$ cat config.mk
export PLATFORM = sky130hd
export DESIGN_NAME = lsb_stego_message_extractor_flat
export DESIGN_NICKNAME = d
export VERILOG_FILES = /design/src/hw/rtl/lsme_pkg.sv /design/src/hw/rtl/lsme_if.sv /design/src/hw/rtl/lsme_front.sv /design/src/hw/rtl/lsme_queue.sv /design/src/hw/rtl/lsme_back.sv /design/src/hw/rtl/lsb_stego_message_extractor.sv /design/src/flat_wrapper.sv
export SDC_FILE = /design/constraint.sdc
export NUM_CORES = 1
export LEC_CHECK = 0
export BUFFER_PORTS_ARGS = -buffer_cell sky130_fd_sc_hd__buf_2
export CORE_ASPECT_RATIO = 0.8
export CORE_MARGIN = 2
export CORE_UTILIZATION = 40
export DETAILED_ROUTE_END_ITERATION = 10
export PLACE_DENSITY_LB_ADDON = 0.25
export SLEW_MARGIN = 40
export SYNTH_ARGS = -nofsm -noshare
export SYNTH_HDL_FRONTEND = slang
export SYNTH_SLANG_ARGS = --single-unit
$ cat constraint.sdc
create_clock -name clk -period 20.9 [get_ports clk]
set_input_delay 2.09 -clock clk [delete_from_list [all_inputs] [get_ports clk]]
set_output_delay 2.09 -clock clk [all_outputs]
set_load 0.005 [all_outputs]
$ cat src/hw/rtl/lsme_pkg.sv
`timescale 1ns / 1ps

package lsme_pkg;

	localparam int PIXEL_COUNT_BITS = 24;
	localparam int QUEUE_DEPTH      = 4;
	localparam int CFG_W            = 25;
	localparam int CHAN_W           = 8;
	localparam int STATUS_W         = 3;
	localparam int MIN_PIXELS       = 22;
	localparam int HDR_MAGIC_BYTES  = 4;
	localparam int HDR_BYTES        = 8;

	localparam logic [31:0] MAGIC_WORD = "STEG";

	typedef enum logic [STATUS_W-1:0] {
		ST_DATA   = 3'd0,
		ST_DONE   = 3'd1,
		ST_SMALL  = 3'd2,
		ST_MAGIC  = 3'd3,
		ST_LENGTH = 3'd4
	} status_t;

	typedef enum logic [1:0] {
		PH_HEADER  = 2'd0,
		PH_MESSAGE = 2'd1,
		PH_IDLE    = 2'd2
	} phase_t;

	// One queue entry holds the results of one pixel. When two is set, the
	// first result is followed by a message-done result.
	typedef struct packed {
		logic [CHAN_W-1:0] data_byte;
		status_t           status;
		logic              two;
	} entry_t;

endpackage

$ cat src/hw/rtl/lsme_if.sv
`timescale 1ns / 1ps

interface lsme_pixel_if;
	logic                       valid;
	logic                       ready;
	logic [lsme_pkg::CHAN_W-1:0] red;
	logic [lsme_pkg::CHAN_W-1:0] green;
	logic [lsme_pkg::CHAN_W-1:0] blue;

	modport source(output valid, red, green, blue, input ready);
	modport sink(input valid, red, green, blue, output ready);
endinterface

interface lsme_result_if;
	logic                         valid;
	logic                         ready;
	logic [lsme_pkg::CHAN_W-1:0]   byte_value;
	logic [lsme_pkg::STATUS_W-1:0] status;
	logic                         last;

	modport source(output valid, byte_value, status, last, input ready);
	modport sink(input valid, byte_value, status, last, output ready);
endinterface

$ cat src/hw/rtl/lsme_front.sv
`timescale 1ns / 1ps

module lsme_front #(
	parameter int PIXEL_COUNT_BITS = lsme_pkg::PIXEL_COUNT_BITS
) (
	input  logic                       clk,
	input  logic                       arst_n,
	input  logic                       cfg_we,
	input  logic [lsme_pkg::CFG_W-1:0] cfg_wdata,
	lsme_pixel_if.sink                 pixel,
	input  logic                       queue_full,
	output logic                       push,
	output lsme_pkg::entry_t           push_entry
);

	localparam int CW = PIXEL_COUNT_BITS + 1;
	localparam int WW = (CW > lsme_pkg::CFG_W) ? CW : lsme_pkg::CFG_W;
	localparam int LW = (CW + 1 > 33) ? CW + 1 : 33;
	localparam logic [WW-1:0] COUNT_MAX = WW'(1) << PIXEL_COUNT_BITS;

	lsme_pkg::phase_t phase_q, phase_d;
	logic [7:0]    acc_q, acc_d, acc_w;
	logic [2:0]    pos_q, pos_d, pos_w;
	logic [3:0]    hdr_q, hdr_d, hdr_w;
	logic [31:0]   ml_q, ml_d, ml_sh;
	logic [CW-1:0] ps_q, ps_d;
	logic [CW-1:0] count_q, count_d;
	logic [CW-2:0] capacity_q, capacity_d;

	logic [WW-1:0] wext, weff;
	logic [CW+1:0] count3;
	logic [2:0]    bits;
	logic          got;
	logic [7:0]    done_byte;
	logic          accept, too_small, run, too_long, rearm_hit;
	logic [CW:0]   ps_inc;

	assign pixel.ready = !queue_full;
	assign accept      = pixel.valid && pixel.ready;
	assign bits        = {pixel.blue[0], pixel.green[0], pixel.red[0]};

	assign wext       = WW'(cfg_wdata);
	assign weff       = (wext > COUNT_MAX) ? COUNT_MAX : wext;
	assign count_d    = weff[CW-1:0];
	assign count3     = {2'b00, count_d} + {1'b0, count_d, 1'b0};
	assign capacity_d = count3[CW+1:3];

	assign too_small = (ps_q == '0) && (count_q < CW'(lsme_pkg::MIN_PIXELS))
		&& (phase_q != lsme_pkg::PH_IDLE);
	assign run       = (phase_q != lsme_pkg::PH_IDLE) && !too_small;
	assign ps_inc    = {1'b0, ps_q} + (CW+1)'(1);
	assign rearm_hit = ps_inc >= {1'b0, count_q};

	// Bits enter the byte from its most significant end; at most one byte
	// completes per pixel.
	always_comb begin
		acc_w     = acc_q;
		pos_w     = pos_q;
		got       = 1'b0;
		done_byte = '0;
		for (int c = 0; c < 3; c++) begin
			acc_w[pos_w] = acc_w[pos_w] | bits[c];
			if (pos_w == 3'd0) begin
				if (!got) begin
					done_byte = acc_w;
					got       = 1'b1;
				end
				acc_w = '0;
				pos_w = 3'd7;
			end else begin
				pos_w = pos_w - 3'd1;
			end
		end
	end

	assign hdr_w    = hdr_q + 4'd1;
	assign ml_sh    = {ml_q[23:0], done_byte};
	assign too_long = (LW'(ml_sh) + LW'(8)) > LW'(capacity_q);

	always_comb begin
		phase_d    = phase_q;
		acc_d      = acc_q;
		pos_d      = pos_q;
		hdr_d      = hdr_q;
		ml_d       = ml_q;
		ps_d       = ps_q;
		push       = 1'b0;
		push_entry = '{data_byte: '0, status: lsme_pkg::ST_DATA, two: 1'b0};
		if (cfg_we) begin
			phase_d = lsme_pkg::PH_HEADER;
			acc_d   = '0;
			pos_d   = 3'd7;
			hdr_d   = '0;
			ml_d    = '0;
			ps_d    = '0;
		end else if (accept) begin
			if (too_small) begin
				push              = 1'b1;
				push_entry.status = lsme_pkg::ST_SMALL;
				phase_d           = lsme_pkg::PH_IDLE;
			end
			if (run) begin
				acc_d = acc_w;
				pos_d = pos_w;
				if (got) begin
					unique case (phase_q)
						lsme_pkg::PH_HEADER: begin
							hdr_d = hdr_w;
							if (hdr_w == 4'(lsme_pkg::HDR_MAGIC_BYTES)) begin
								ml_d = '0;
								if (ml_sh != lsme_pkg::MAGIC_WORD) begin
									push              = 1'b1;
									push_entry.status = lsme_pkg::ST_MAGIC;
									phase_d           = lsme_pkg::PH_IDLE;
								end
							end else if (hdr_w >= 4'(lsme_pkg::HDR_BYTES)) begin
								ml_d = ml_sh;
								if (too_long) begin
									push              = 1'b1;
									push_entry.status = lsme_pkg::ST_LENGTH;
									phase_d           = lsme_pkg::PH_IDLE;
								end else if (ml_sh == '0) begin
									push              = 1'b1;
									push_entry.status = lsme_pkg::ST_DONE;
									phase_d           = lsme_pkg::PH_IDLE;
								end else begin
									phase_d = lsme_pkg::PH_MESSAGE;
								end
							end else begin
								ml_d = ml_sh;
							end
						end
						lsme_pkg::PH_MESSAGE: begin
							push                 = 1'b1;
							push_entry.data_byte = done_byte;
							push_entry.status    = lsme_pkg::ST_DATA;
							push_entry.two       = (ml_q == 32'd1);
							ml_d                 = ml_q - 32'd1;
							if (ml_q == 32'd1) begin
								phase_d = lsme_pkg::PH_IDLE;
							end
						end
						default: begin
							phase_d = phase_q;
						end
					endcase
				end
			end
			ps_d = ps_inc[CW-1:0];
			if (rearm_hit) begin
				phase_d = lsme_pkg::PH_HEADER;
				acc_d   = '0;
				pos_d   = 3'd7;
				hdr_d   = '0;
				ml_d    = '0;
				ps_d    = '0;
			end
		end
	end

	always_ff @(posedge clk or negedge arst_n) begin
		if (!arst_n) begin
			phase_q    <= lsme_pkg::PH_HEADER;
			acc_q      <= '0;
			pos_q      <= 3'd7;
			hdr_q      <= '0;
			ml_q       <= '0;
			ps_q       <= '0;
			count_q    <= '0;
			capacity_q <= '0;
		end else begin
			phase_q <= phase_d;
			acc_q   <= acc_d;
			pos_q   <= pos_d;
			hdr_q   <= hdr_d;
			ml_q    <= ml_d;
			ps_q    <= ps_d;
			if (cfg_we) begin
				count_q    <= count_d;
				capacity_q <= capacity_d;
			end
		end
	end

`ifndef SYNTHESIS
	a_message_after_header: assert property (@(posedge clk) disable iff (!arst_n)
		phase_q == lsme_pkg::PH_MESSAGE |-> hdr_q == 4'(lsme_pkg::HDR_BYTES))
		else $error("message phase entered before the full header");
	a_pixels_below_count: assert property (@(posedge clk) disable iff (!arst_n)
		ps_q == '0 || ps_q < count_q)
		else $error("pixel counter passed the image size");
`endif

endmodule

$ cat src/hw/rtl/lsme_queue.sv
`timescale 1ns / 1ps

module lsme_queue #(
	parameter int DEPTH = lsme_pkg::QUEUE_DEPTH
) (
	input  logic             clk,
	input  logic             arst_n,
	input  logic             push,
	input  lsme_pkg::entry_t push_entry,
	output logic             full,
	input  logic             pop,
	output logic             not_empty,
	output lsme_pkg::entry_t pop_entry
);

	localparam int PW = (DEPTH > 1) ? $clog2(DEPTH) : 1;
	localparam int NW = $clog2(DEPTH + 1);

	lsme_pkg::entry_t mem_q [DEPTH];
	logic [PW-1:0]    wr_q, rd_q;
	logic [NW-1:0]    cnt_q;

	assign full      = cnt_q == NW'(DEPTH);
	assign not_empty = cnt_q != '0;
	assign pop_entry = mem_q[rd_q];

	always_ff @(posedge clk) begin
		if (push) begin
			mem_q[wr_q] <= push_entry;
		end
	end

	always_ff @(posedge clk or negedge arst_n) begin
		if (!arst_n) begin
			wr_q  <= '0;
			rd_q  <= '0;
			cnt_q <= '0;
		end else begin
			if (push) begin
				wr_q <= (wr_q == PW'(DEPTH - 1)) ? '0 : wr_q + PW'(1);
			end
			if (pop) begin
				rd_q <= (rd_q == PW'(DEPTH - 1)) ? '0 : rd_q + PW'(1);
			end
			cnt_q <= cnt_q + NW'(push) - NW'(pop);
		end
	end

`ifndef SYNTHESIS
	a_no_overflow: assert property (@(posedge clk) disable iff (!arst_n)
		push |-> (!full || pop))
		else $error("write into a full queue");
	a_no_underflow: assert property (@(posedge clk) disable iff (!arst_n)
		pop |-> not_empty)
		else $error("read from an empty queue");
`endif

endmodule

$ cat src/hw/rtl/lsme_back.sv
`timescale 1ns / 1ps

module lsme_back (
	input  logic             clk,
	input  logic             arst_n,
	input  logic             not_empty,
	input  lsme_pkg::entry_t pop_entry,
	output logic             pop,
	lsme_result_if.source    result
);

	logic                          valid_q;
	logic                          pending_q;
	logic [lsme_pkg::CHAN_W-1:0]   byte_q;
	logic [lsme_pkg::STATUS_W-1:0] status_q;
	logic                          last_q;
	logic                          load;

	assign load = !valid_q || result.ready;
	assign pop  = load && !pending_q && not_empty;

	assign result.valid      = valid_q;
	assign result.byte_value = byte_q;
	assign result.status     = status_q;
	assign result.last       = last_q;

	always_ff @(posedge clk or negedge arst_n) begin
		if (!arst_n) begin
			valid_q   <= 1'b0;
			pending_q <= 1'b0;
		end else if (load) begin
			if (pending_q) begin
				valid_q   <= 1'b1;
				pending_q <= 1'b0;
			end else begin
				valid_q   <= not_empty;
				pending_q <= not_empty && pop_entry.two;
			end
		end
	end

	always_ff @(posedge clk) begin
		if (load) begin
			if (pending_q) begin
				byte_q   <= '0;
				status_q <= lsme_pkg::ST_DONE;
				last_q   <= 1'b1;
			end else begin
				byte_q   <= pop_entry.data_byte;
				status_q <= pop_entry.status;
				last_q   <= !pop_entry.two;
			end
		end
	end

`ifndef SYNTHESIS
	a_pending_shown: assert property (@(posedge clk) disable iff (!arst_n)
		pending_q |-> valid_q && !last_q)
		else $error("done result pending without its data byte on the output");
`endif

endmodule

$ cat src/hw/rtl/lsb_stego_message_extractor.sv
// Channel  | Direction | Payload                      | Handshake
// pixel    | in        | red, green, blue (8 b each)  | valid / ready
// result   | out       | byte_value, status, last     | valid / ready
// cfg      | in        | cfg_wdata (pixel_count, 25 b)| cfg_we, no wait
//
// A pixel is accepted in every cycle while the result queue has room.
// A result passes the result queue, then the output register; one per cycle while ready.
// A pixel with a final data byte gives two results: that byte, then a message-done result.
// A stalled result output fills the four-entry result queue before the pixel input stalls.
// Reset is asynchronous and clears the header state, counters and queue.
`timescale 1ns / 1ps

module lsb_stego_message_extractor #(
	parameter int PIXEL_COUNT_BITS = lsme_pkg::PIXEL_COUNT_BITS,
	parameter int QUEUE_DEPTH      = lsme_pkg::QUEUE_DEPTH
) (
	input  logic                       clk,
	input  logic                       arst_n,
	input  logic                       cfg_we,
	input  logic [lsme_pkg::CFG_W-1:0] cfg_wdata,
	lsme_pixel_if.sink                 pixel,
	lsme_result_if.source              result
);

	logic             push, full, pop, not_empty;
	lsme_pkg::entry_t push_entry, pop_entry;

	lsme_front #(
		.PIXEL_COUNT_BITS(PIXEL_COUNT_BITS)
	) u_front (
		.clk        (clk),
		.arst_n     (arst_n),
		.cfg_we     (cfg_we),
		.cfg_wdata  (cfg_wdata),
		.pixel      (pixel),
		.queue_full (full),
		.push       (push),
		.push_entry (push_entry)
	);

	lsme_queue #(
		.DEPTH(QUEUE_DEPTH)
	) u_queue (
		.clk        (clk),
		.arst_n     (arst_n),
		.push       (push),
		.push_entry (push_entry),
		.full       (full),
		.pop        (pop),
		.not_empty  (not_empty),
		.pop_entry  (pop_entry)
	);

	lsme_back u_back (
		.clk       (clk),
		.arst_n    (arst_n),
		.not_empty (not_empty),
		.pop_entry (pop_entry),
		.pop       (pop),
		.result    (result)
	);

endmodule
$ cat src/flat_wrapper.sv
// flat-port wrapper written by rule: the top's interface ports become plain ports
module lsb_stego_message_extractor_flat 
#(
	parameter int PIXEL_COUNT_BITS = lsme_pkg::PIXEL_COUNT_BITS,
	parameter int QUEUE_DEPTH      = lsme_pkg::QUEUE_DEPTH
)
  (clk, arst_n, cfg_we, cfg_wdata, pixel_valid, pixel_red, pixel_green, pixel_blue, pixel_ready, result_valid, result_byte_value, result_status, result_last, result_ready);
  lsme_pixel_if pixel_i ();
  lsme_result_if result_i ();
  input  logic clk;
  input  logic arst_n;
  input  logic cfg_we;
  input  logic [lsme_pkg::CFG_W-1:0] cfg_wdata;
  input wire logic [$bits(pixel_i.valid)-1:0] pixel_valid;
  input wire logic [$bits(pixel_i.red)-1:0] pixel_red;
  input wire logic [$bits(pixel_i.green)-1:0] pixel_green;
  input wire logic [$bits(pixel_i.blue)-1:0] pixel_blue;
  output wire logic [$bits(pixel_i.ready)-1:0] pixel_ready;
  output wire logic [$bits(result_i.valid)-1:0] result_valid;
  output wire logic [$bits(result_i.byte_value)-1:0] result_byte_value;
  output wire logic [$bits(result_i.status)-1:0] result_status;
  output wire logic [$bits(result_i.last)-1:0] result_last;
  input wire logic [$bits(result_i.ready)-1:0] result_ready;
  assign pixel_i.valid = pixel_valid;
  assign pixel_i.red = pixel_red;
  assign pixel_i.green = pixel_green;
  assign pixel_i.blue = pixel_blue;
  assign pixel_ready = pixel_i.ready;
  assign result_valid = result_i.valid;
  assign result_byte_value = result_i.byte_value;
  assign result_status = result_i.status;
  assign result_last = result_i.last;
  assign result_i.ready = result_ready;
  lsb_stego_message_extractor #(.PIXEL_COUNT_BITS(PIXEL_COUNT_BITS), .QUEUE_DEPTH(QUEUE_DEPTH)) u_core (.clk(clk), .arst_n(arst_n), .cfg_we(cfg_we), .cfg_wdata(cfg_wdata), .pixel(pixel_i), .result(result_i));
endmodule
==> results.sh, run 1 <==
export IMPL_outcome="finished clean"
export IMPL_async_reset_ff_share_pct=68.8
export IMPL_ir_worst_vdd_uv=57.2
export IMPL_hold_buffers=0
export IMPL_max_stage_delay_ps=870
export IMPL_numCtsBuffers=17
export IMPL_maxCapViolCount=0
export IMPL_path_class="flop to flop"
export IMPL_cp_common_cell="ha_1"
export IMPL_drtIter0Drc=1071
export IMPL_clk_pin_slew_ps=80
export IMPL_slew_headroom_pct=41.3
export IMPL_worstHoldEndpoint="u_core.u_front.capacity_q[0]"
export IMPL_cp_end_kind="flop"
export IMPL_slew_violations=0
export IMPL_reg2reg_depth=35
export IMPL_final_common_cell="nand2_1"
export IMPL_final_setup_viol_count=0
export IMPL_postCtsSetupBuffers=0
export IMPL_worstMarginPinSlew_ps=873
export IMPL_synth_edf_count=60
export IMPL_fmax_mhz=99.7
export IMPL_vias_per_cell=5.83
export IMPL_cts_sinks=192
export IMPL_avgSynthCellArea_um2=9.04
export IMPL_ant_nets=0
export IMPL_antenna_cells=0
export IMPL_drive_gt1_share_pct=9.88
export IMPL_cts_resized=0
export IMPL_fin_crit_ps=10030
export IMPL_min_from="u_core.u_front.capacity_q[0]"
export IMPL_cp_max_fo=28
export IMPL_grt_overflow=0
export IMPL_power_density_nw_per_um2=98.4
export IMPL_die_w_um=206
export IMPL_dr_total_vias=11052
export IMPL_grt_antenna_before_repair=0
export IMPL_die_y_um=166
export IMPL_holdPathStages=1
export IMPL_period_share_pct=48.0
export IMPL_cp_arrival_ps=10360
export IMPL_core_rowCount=59
export IMPL_final_util_pct=44.2
export IMPL_leakage_nw=6.16
export IMPL_cp_slowest_cell="dfstp_2"
export IMPL_ys_seq_area_share_pct=39.0
export IMPL_grt_max_degree=91
export IMPL_drc=0
export IMPL_yosysWarnings=0
export IMPL_io_buffers=46
export IMPL_dp_hpwl_mm=25.7
export IMPL_areaGrowthSynthToFinish_pct=9.21
export IMPL_synth_cells=1450
export IMPL_syn_area_um2=13100
export IMPL_ys_types=80
export IMPL_dr_pass1_iters=5
export IMPL_cts_root_buf="clkbuf_16"
export IMPL_clk_latency_ps=450
export IMPL_nets=1604
export IMPL_htreeDepth=4
export IMPL_cts_buffer_depth=2
export IMPL_ioPinCount=68
export IMPL_grt_first_pass_wirelength_mm=58.0
export IMPL_r2r_slack_ps=10870
export IMPL_reg2reg_from="u_core.u_front.pos_q[0]"
export IMPL_syn_num_nets=1599
export IMPL_hold_viol=0
export IMPL_finalSetupTns_ps=0
export IMPL_r2r_end="u_core.u_queue.cnt_q[2]"
export IMPL_gp_congestion=0.923
export IMPL_place_ws_ps=11070
export IMPL_cts_tree="built"
export IMPL_die_area_um2=34300
export IMPL_dominantRegCellSynth="dfrtp_1"
export IMPL_path_buf_inv=3
export IMPL_cp_required_ps=21230
export IMPL_grtUsageTotal_pct=21.4
export IMPL_critPathLaunchType="flop"
export IMPL_crit_family="compound AO/OA/AOI/OAI gates"
export IMPL_worst_hold_path_type="flop to flop"
export IMPL_finalWirelength_mm=35.7
export IMPL_clock_skew_ps=17.7
export IMPL_wl_per_cell_um=18.9
export IMPL_initial_core_util_pct=40.5
export IMPL_hold_ws_ps=508
export IMPL_grt_pass1_vias=10415
export IMPL_setup_ws_ps=10870
export IMPL_yosys_register_bits=192
export IMPL_rsz0062_at_grt="no"
export IMPL_layout_common_cells="nand2_1 (161), dfrtp_1 (128), o21ai_0 (127)"
export IMPL_core_area_um2=32400
-- report_power, final --
part           switching, mW  internal [mW]  leakage, nW
Clock                  0.173          0.162        0.282
Combinational          0.356          0.224         3.56
Sequential            0.0606          0.433         2.32
-- cells by family (layout without fill, tap and decap cells) --
family | after synthesis | after routing | share of synthesized area (%)
and+or+nand+nor | 519 | 519 | 19.6
AOI/OAI and AO/OA | 369 | 369 | 18.6
DFF | 192 | 192 | 39.0
buffers and inverters | 167 | 185 | 4.96
adders and majority gates | 95 | 95 | 9.12
xor gates and xnor gates | 81 | 81 | 5.41
muxes | 27 | 27 | 3.34
-- worst max path at each step --
stage                             from                       to  depth (start not counted)
2_1_floorplan             pixel_red[0]  u_core.u_queue.cnt_q[1]                         29
3_3_place_gp   u_core.u_front.pos_q[0]  u_core.u_queue.cnt_q[1]                         33
3_5_place_dp   u_core.u_front.pos_q[0]  u_core.u_queue.cnt_q[2]                         34
4_1_cts        u_core.u_front.pos_q[0]  u_core.u_queue.cnt_q[2]                         34
5_1_grt        u_core.u_front.pos_q[0]  u_core.u_queue.cnt_q[2]                         35
6_report       u_core.u_front.pos_q[0]  u_core.u_queue.cnt_q[2]                         35
-- area by class of cell --
cell class / instances / area (um2)
Fill cell: 3091 / 18100
Tap cell: 427 / 534
Multi-Input combinational cell: 1091 / 7390
Timing Repair Buffer: 62 / 360
Sequential cell: 192 / 5110
Clock buffer: 18 / 429
Inverter: 91 / 342
Clock inverter: 14 / 159
-- layer usage --
layer / GRT usage [%] / up-vias / wire length [um]
met5: 0 / - / 0
met4: 3.48 / 0 / 264
met3: 4.81 / 27 / 2600
met2: 30.4 / 381 / 15300
met1: 33.3 / 5376 / 17600
li1: - / 5268 / -
-- sequential cells by signal (all words and copies together) (netlist names), 3 cells and up --
register                         cells
u_core.u_back.result.byte_value      8
u_core.u_back.result.status          3
u_core.u_front.acc_q                 8
u_core.u_front.capacity_q           24
u_core.u_front.count_q              25
u_core.u_front.hdr_q                 4
u_core.u_front.ml_q                 32
u_core.u_front.pos_q                 3
u_core.u_front.ps_q                 25
u_core.u_queue.cnt_q                 3
u_core.u_queue.mem_q                48
-- cells in the mapped netlist (11+ instances only) --
library cell	n	area share, %
xor2_1	27	1.8
a21oi_1	64	2.4
o31ai_1	15	0.86
clkbuf_1	60	1.7
o21a_1	11	0.63
edfxtp_1	60	14
a22oi_1	16	0.92
ha_1	94	9.0
and3_1	17	0.81
nor2b_1	33	1.6
nand4_1	23	1.1
mux4_2	12	2.1
nand2_1	162	4.6
o22ai_1	11	0.52
or3_1	11	0.52
a21o_1	21	1.2
o21ai_0	128	4.9
inv_1	89	2.5
xnor2_1	54	3.6
and2_1	22	1.0
a22o_1	11	0.73
dfrtp_1	129	25
nor3_1	35	1.3
nor2_1	96	2.7
a31oi_1	16	0.76
nand3_1	39	1.5
nor4_1	34	1.6
-- per-stage QoR --
step	instances	total power, mW	instance area (um2)
floorplan	1450	0.904	13100
global placement	1863	1.06	13700
detailed placement	1863	1.07	13700
CTS	1895	1.41	14300
global route	1895	1.50	14300
finish	1895	1.41	14300
Note: power is estimated with default switching activity, not from simulation.
==> run 2, diff against run 1 <==
Settings changed: ABC_AREA set to 1.
Clock period 20.9 ns to 9.18 ns, I/O delays scaled along.
==> run 2 against run 1 <==
Effect of this change: power increased to 2.8 times the previous value; register-to-register slack worse by 9900 ps; worst setup slack got worse by 9900 ps; core utilization increased by 0.21 points; combinational power rose to 3.3 times the previous value.
==> results.sh, run 2 <==
export IMPL_cp_end_kind="flop"
export IMPL_dr_pass1_iters=6
export IMPL_grt_max_degree=80
export IMPL_die_area_um2=35900
export IMPL_final_setup_viol_count=0
export IMPL_finalWirelength_mm=38.4
export IMPL_synth_common_cells="nand2_1 (303), inv_1 (262), nor2_1 (206)"
export IMPL_synth_edf_count=60
export IMPL_leakage_nw=7.02
export IMPL_die_y_um=170
export IMPL_ioPinCount=68
export IMPL_cp_max_fo=20
export IMPL_postCtsSetupBuffers=0
export IMPL_fmax_mhz=121
export IMPL_outcome="finished clean"
export IMPL_grt_overflow=0
export IMPL_nets=2001
export IMPL_syn_area_um2=13700
export IMPL_vias_per_cell=5.41
export IMPL_syn_num_nets=1985
export IMPL_yosys_register_bits=192
export IMPL_die_w_um=211
export IMPL_yosysTopAreaCell="dfrtp_1"
export IMPL_cp_required_ps=9510
export IMPL_gp_congestion=0.960
export IMPL_grt_first_pass_wirelength_mm=62.3
export IMPL_drive_gt1_share_pct=7.94
export IMPL_ys_seq_area_share_pct=37.2
export IMPL_final_common_cell="nand2_1"
export IMPL_slew_violations=0
export IMPL_cts_buffer_depth=2
export IMPL_hold_buffers=0
export IMPL_ys_types=59
export IMPL_cp_slowest_cell="dfstp_2"
export IMPL_numCtsBuffers=17
export IMPL_max_flop_register="u_core.u_queue.mem_q"
export IMPL_yosysWarnings=0
export IMPL_path_class="flop to flop"
export IMPL_core_rowCount=60
export IMPL_drtIter0Drc=1176
export IMPL_ir_worst_vdd_uv=123
export IMPL_worst_hold_path_type="input pin to async pin"
export IMPL_critPathLaunchType="flop"
export IMPL_highest_layer="met4"
export IMPL_grtUsageTotal_pct=22.0
export IMPL_fillers=3389
export IMPL_synth_cells=1836
export IMPL_cts_tree="built"
export IMPL_layout_common_cells="nand2_1 (303), inv_1 (260), nor2_1 (206)"
export IMPL_period_share_pct=89.9
export IMPL_maxCapViolCount=0
export IMPL_core_area_um2=33700
export IMPL_synth_most_common_cell="nand2_1"
export IMPL_cts_resized=0
export IMPL_cts_sinks=192
export IMPL_cts_root_buf="clkbuf_16"
export IMPL_yosysTopAreaCellShare_pct=23.5
export IMPL_cp_arrival_ps=8580
export IMPL_post_dp_cell_area_um2=14300
export IMPL_rsz0062_at_grt="no"
export IMPL_io_buffers=46
export IMPL_dp_hpwl_mm=28.7
export IMPL_wl_met3_mm=2.76
export IMPL_clk_pin_slew_ps=90
export IMPL_finalSetupTns_ps=0
export IMPL_dominantRegCellSynth="dfrtp_1"
export IMPL_grt_antenna_before_repair=0
export IMPL_antenna_cells=0
export IMPL_dr_total_vias=12439
export IMPL_avgSynthCellArea_um2=7.48
export IMPL_power_density_nw_per_um2=259
export IMPL_wl_met2_mm=15.9
export IMPL_htreeDepth=4
export IMPL_initial_core_util_pct=40.8
export IMPL_max_stage_delay_ps=750
export IMPL_clock_skew_ps=20.7
export IMPL_largest_register_ffs=48
export IMPL_synth_area_top_cells="dfrtp_1 (23%), edfxtp_1 (13%), ha_1 (8.6%)"
export IMPL_top_regs="u_core.u_queue.mem_q: 48 flops, u_core.u_front.ml_q: 32 flops"
export IMPL_hold_viol=0
export IMPL_worstMarginPinSlew_ps=792
export IMPL_fin_crit_ps=8250
export IMPL_ant_nets=0
export IMPL_areaGrowthSynthToFinish_pct=8.94
export IMPL_grt_pass1_vias=11563
export IMPL_drc=0
export IMPL_async_reset_ff_share_pct=68.8
export IMPL_design_area_um2=15000
export IMPL_slew_headroom_pct=46.9
export IMPL_wl_met1_mm=19.4
export IMPL_wl_per_cell_um=16.7
export IMPL_clk_latency_ps=450
## run 2: worst max-delay path: cells and delay by family (launching register included)
family	cells	cell delay, ps
AOI/OAI and AO/OA	6	1060
buffers and inverters	6	840
adders and majority gates	8	1930
xor gates and xnor gates	2	350
and+or+nand+nor	23	3170
DFF	1	750
## run 2: worst paths after layout
| path | from | to | slack [ps] | cells after the start |
|---|---|---|---|---|
| min | arst_n | u_core.u_front.ps_q[2] | 490 | 1 |
| max in group asynchronous | arst_n | u_core.u_front.ml_q[24] | 7460 | 2 |
| max | u_core.u_front.pos_q[0] | u_core.u_queue.cnt_q[2] | 930 | 45 |
| min in group clk | u_core.u_front.capacity_q[17] | u_core.u_front.capacity_q[17] | 490 | 2 |
| max reg2reg | u_core.u_front.pos_q[0] | u_core.u_queue.cnt_q[2] | 930 | 45 |
| min reg2reg | u_core.u_front.capacity_q[17] | u_core.u_front.capacity_q[17] | 490 | 2 |
## run 2: stage by stage
step	hold slack (ps)	setup slack, ps	power, mW	instances	utilization (%)
finish	486	929	3.88	2299	44.4
global route	517	350	4.19	2299	44.4
CTS	491	1080	3.86	2299	44.4
detailed placement	474	1130	3.05	2267	42.5
global placement	473	1210	3.04	2267	42.5
floorplan	453	2450	2.54	1836	-
## run 2: power by group
group | switching [mW] | internal (mW)
Clock | 0.397 | 0.398
Sequential | 0.137 | 1.01
Combinational | 1.32 | 0.619
## run 2: layer usage
layer | track usage, % | vias up
li1 | - | 6185
met1 | 34.2 | 5802
met2 | 32.0 | 426
met3 | 3.55 | 26
met4 | 3.80 | 0
met5 | 0 | -
## run 2: kinds of logic (layout without fill, tap and decap cells)
group | after synthesis | after routing | share of synthesized area, %
fa+ha+maj | 95 | 95 | 8.71
flops | 192 | 192 | 37.2
compound gates | 348 | 348 | 14.1
buf+inv | 334 | 363 | 9.48
xor+xnor | 71 | 71 | 4.53
simple gates | 796 | 796 | 26.0
## run 2: cell type report
cell class,instances,area [um2],area share [%]
clock buffers,17,425,2.84
inverters,273,1030,6.86
multi-input cells,1310,7340,49.0
well taps,434,543,3.63
flip-flops and latches,192,5110,34.1
repair buffers,58,329,2.20
clock inverters,15,196,1.31
==> run 3, diff against run 2 <==
Settings changed: CORE_UTILIZATION 40 to 52.
==> run 3 against run 2 <==
Effect of this change: first-iteration DRC count is 4.7% lower; largest cell class unchanged; non-clock buffer count increased by 1; cell count down 3.3%; worst setup slack worse by 120 ps; highest routed layer unchanged; critical endpoint unchanged.
==> results.sh, run 3 (same netlist as run 2, synthesis figures left out) <==
export IMPL_placed_cells=2190
export IMPL_areaGrowthSynthToFinish_pct=8.31
export IMPL_drc=0
export IMPL_multi_input_area_um2=7340
export IMPL_hold_viol=0
export IMPL_clock_skew_ps=14.0
export IMPL_reg2reg_from="u_core.u_front.pos_q[0]"
export IMPL_vias_per_cell=5.62
export IMPL_max_stage_delay_ps=750
export IMPL_period_share_pct=91.2
export IMPL_die_w_um=186
export IMPL_critPathLaunchType="flop"
export IMPL_ant_nets=0
export IMPL_fin_cells=2223
export IMPL_largest_register_ffs=48
export IMPL_r2r_end="u_core.u_queue.cnt_q[2]"
export IMPL_antenna_cells=0
export IMPL_drive_gt1_share_pct=8.09
export IMPL_final_common_cell="nand2_1"
export IMPL_leakage_nw=7.03
export IMPL_max_flop_register="u_core.u_queue.mem_q"
export IMPL_io_buffers=46
export IMPL_grtUsageTotal_pct=28.4
export IMPL_gp_congestion=0.956
export IMPL_die_area_um2=27700
export IMPL_ioPinCount=68
export IMPL_hold_buffers=0
export IMPL_cp_arrival_ps=8710
export IMPL_slew_violations=0
export IMPL_drtIter0Drc=1121
export IMPL_outcome="finished clean"
export IMPL_crit_family="simple AND/OR/NAND/NOR gates"
export IMPL_top_regs="u_core.u_queue.mem_q: 48 flops, u_core.u_front.ml_q: 32 flops"
export IMPL_fillers=2495
export IMPL_cp_required_ps=9520
export IMPL_htreeDepth=4
export IMPL_cts_root_buf="clkbuf_16"
export IMPL_initial_core_util_pct=52.6
export IMPL_numCtsBuffers=17
export IMPL_cts_tree="built"
export IMPL_regArea_um2=5110
export IMPL_r2r_slack_ps=810
export IMPL_layout_common_cells="nand2_1 (303), inv_1 (260), nor2_1 (206)"
export IMPL_reg2reg_depth=45
export IMPL_worstMarginPinSlew_ps=754
export IMPL_cp_max_fo=20
export IMPL_ir_worst_vdd_uv=189
export IMPL_dr_total_vias=12497
export IMPL_grt_first_pass_wirelength_mm=61.2
export IMPL_power_density_nw_per_um2=259
export IMPL_slew_headroom_pct=49.2
export IMPL_core_area_um2=26100
export IMPL_final_setup_viol_count=0
export IMPL_nets=2002
export IMPL_cp_end_kind="flop"
export IMPL_grt_antenna_before_repair=0
export IMPL_rsz0062_at_grt="no"
export IMPL_cts_resized=0
export IMPL_dr_pass1_iters=5
export IMPL_clk_latency_ps=460
export IMPL_grt_overflow=0
export IMPL_grt_max_degree=75
export IMPL_cts_buffer_depth=2
export IMPL_postCtsSetupBuffers=0
export IMPL_core_rowCount=53
export IMPL_grt_pass1_vias=11557
export IMPL_cp_slowest_cell="dfstp_2"
export IMPL_path_buf_inv=6
export IMPL_finalSetupTns_ps=0
export IMPL_path_class="flop to flop"
export IMPL_dp_hpwl_mm=27.8
export IMPL_maxCapViolCount=0
export IMPL_fmax_mhz=119
export IMPL_finalWirelength_mm=37.5
export IMPL_die_y_um=149
export IMPL_clk_pin_slew_ps=80
export IMPL_wl_per_cell_um=16.9
export IMPL_worst_hold_path_type="input pin to async pin"
export IMPL_fin_crit_ps=8370
export IMPL_cts_sinks=192
run 3: metal layers:
| metal | track usage [%] | vias up | part of all wire, % |
|---|---|---|---|
| met1 | 44.0 | 5804 | 49 |
| li1 | - | 6188 | - |
| met5 | 0 | - | 0 |
| met3 | 5.64 | 44 | 8.3 |
| met2 | 40.5 | 461 | 42 |
| met4 | 6.42 | 0 | 1.4 |
run 3: layout make-up:
cell class / instances / area share [%]
multi-input cells: 1310 / 49.3
flip-flops and latches: 192 / 34.3
inverters: 273 / 6.90
well taps: 357 / 3.00
clock buffers: 17 / 2.86
repair buffers: 59 / 2.40
clock inverters: 15 / 1.19
run 3: worst max-delay path by stage:
| stage | startpoint | to | slack, ps | depth (start not counted) |
|---|---|---|---|---|
| 6_report | u_core.u_front.pos_q[0] | u_core.u_queue.cnt_q[2] | 810 | 45 |
| 5_1_grt | u_core.u_front.pos_q[0] | u_core.u_queue.cnt_q[2] | 200 | 45 |
| 4_1_cts | u_core.u_front.pos_q[0] | u_core.u_queue.cnt_q[2] | 1000 | 45 |
| 3_5_place_dp | u_core.u_front.pos_q[0] | u_core.u_queue.cnt_q[2] | 1050 | 45 |
| 3_3_place_gp | u_core.u_front.pos_q[0] | u_core.u_queue.cnt_q[2] | 1140 | 45 |
| 2_1_floorplan | u_core.u_front.pos_q[0] | u_core.u_queue.cnt_q[2] | 2450 | 48 |
run 3: metrics by stage:
stage	setup WS, ps	utilization [%]	power (mW)	hold WS, ps	cell area (um2)
detailed placement	1050	54.5	3.04	475	14200
global route	199	57.0	4.16	459	14900
floorplan	2450	-	2.54	453	13700
CTS	1000	56.8	3.81	435	14800
finish	809	57.0	3.85	420	14900
global placement	1140	54.5	3.01	470	14200
run 3: report_power, final:
| part | switching, mW | leakage, nW | total, mW | internal, mW |
|---|---|---|---|---|
| combinational | 1.30 | 4.42 | 1.92 | 0.620 |
| sequential | 0.145 | 2.31 | 1.16 | 1.01 |
| clock | 0.396 | 0.294 | 0.768 | 0.372 |
| total | 1.84 | 7.03 | 3.85 | 2.01 |
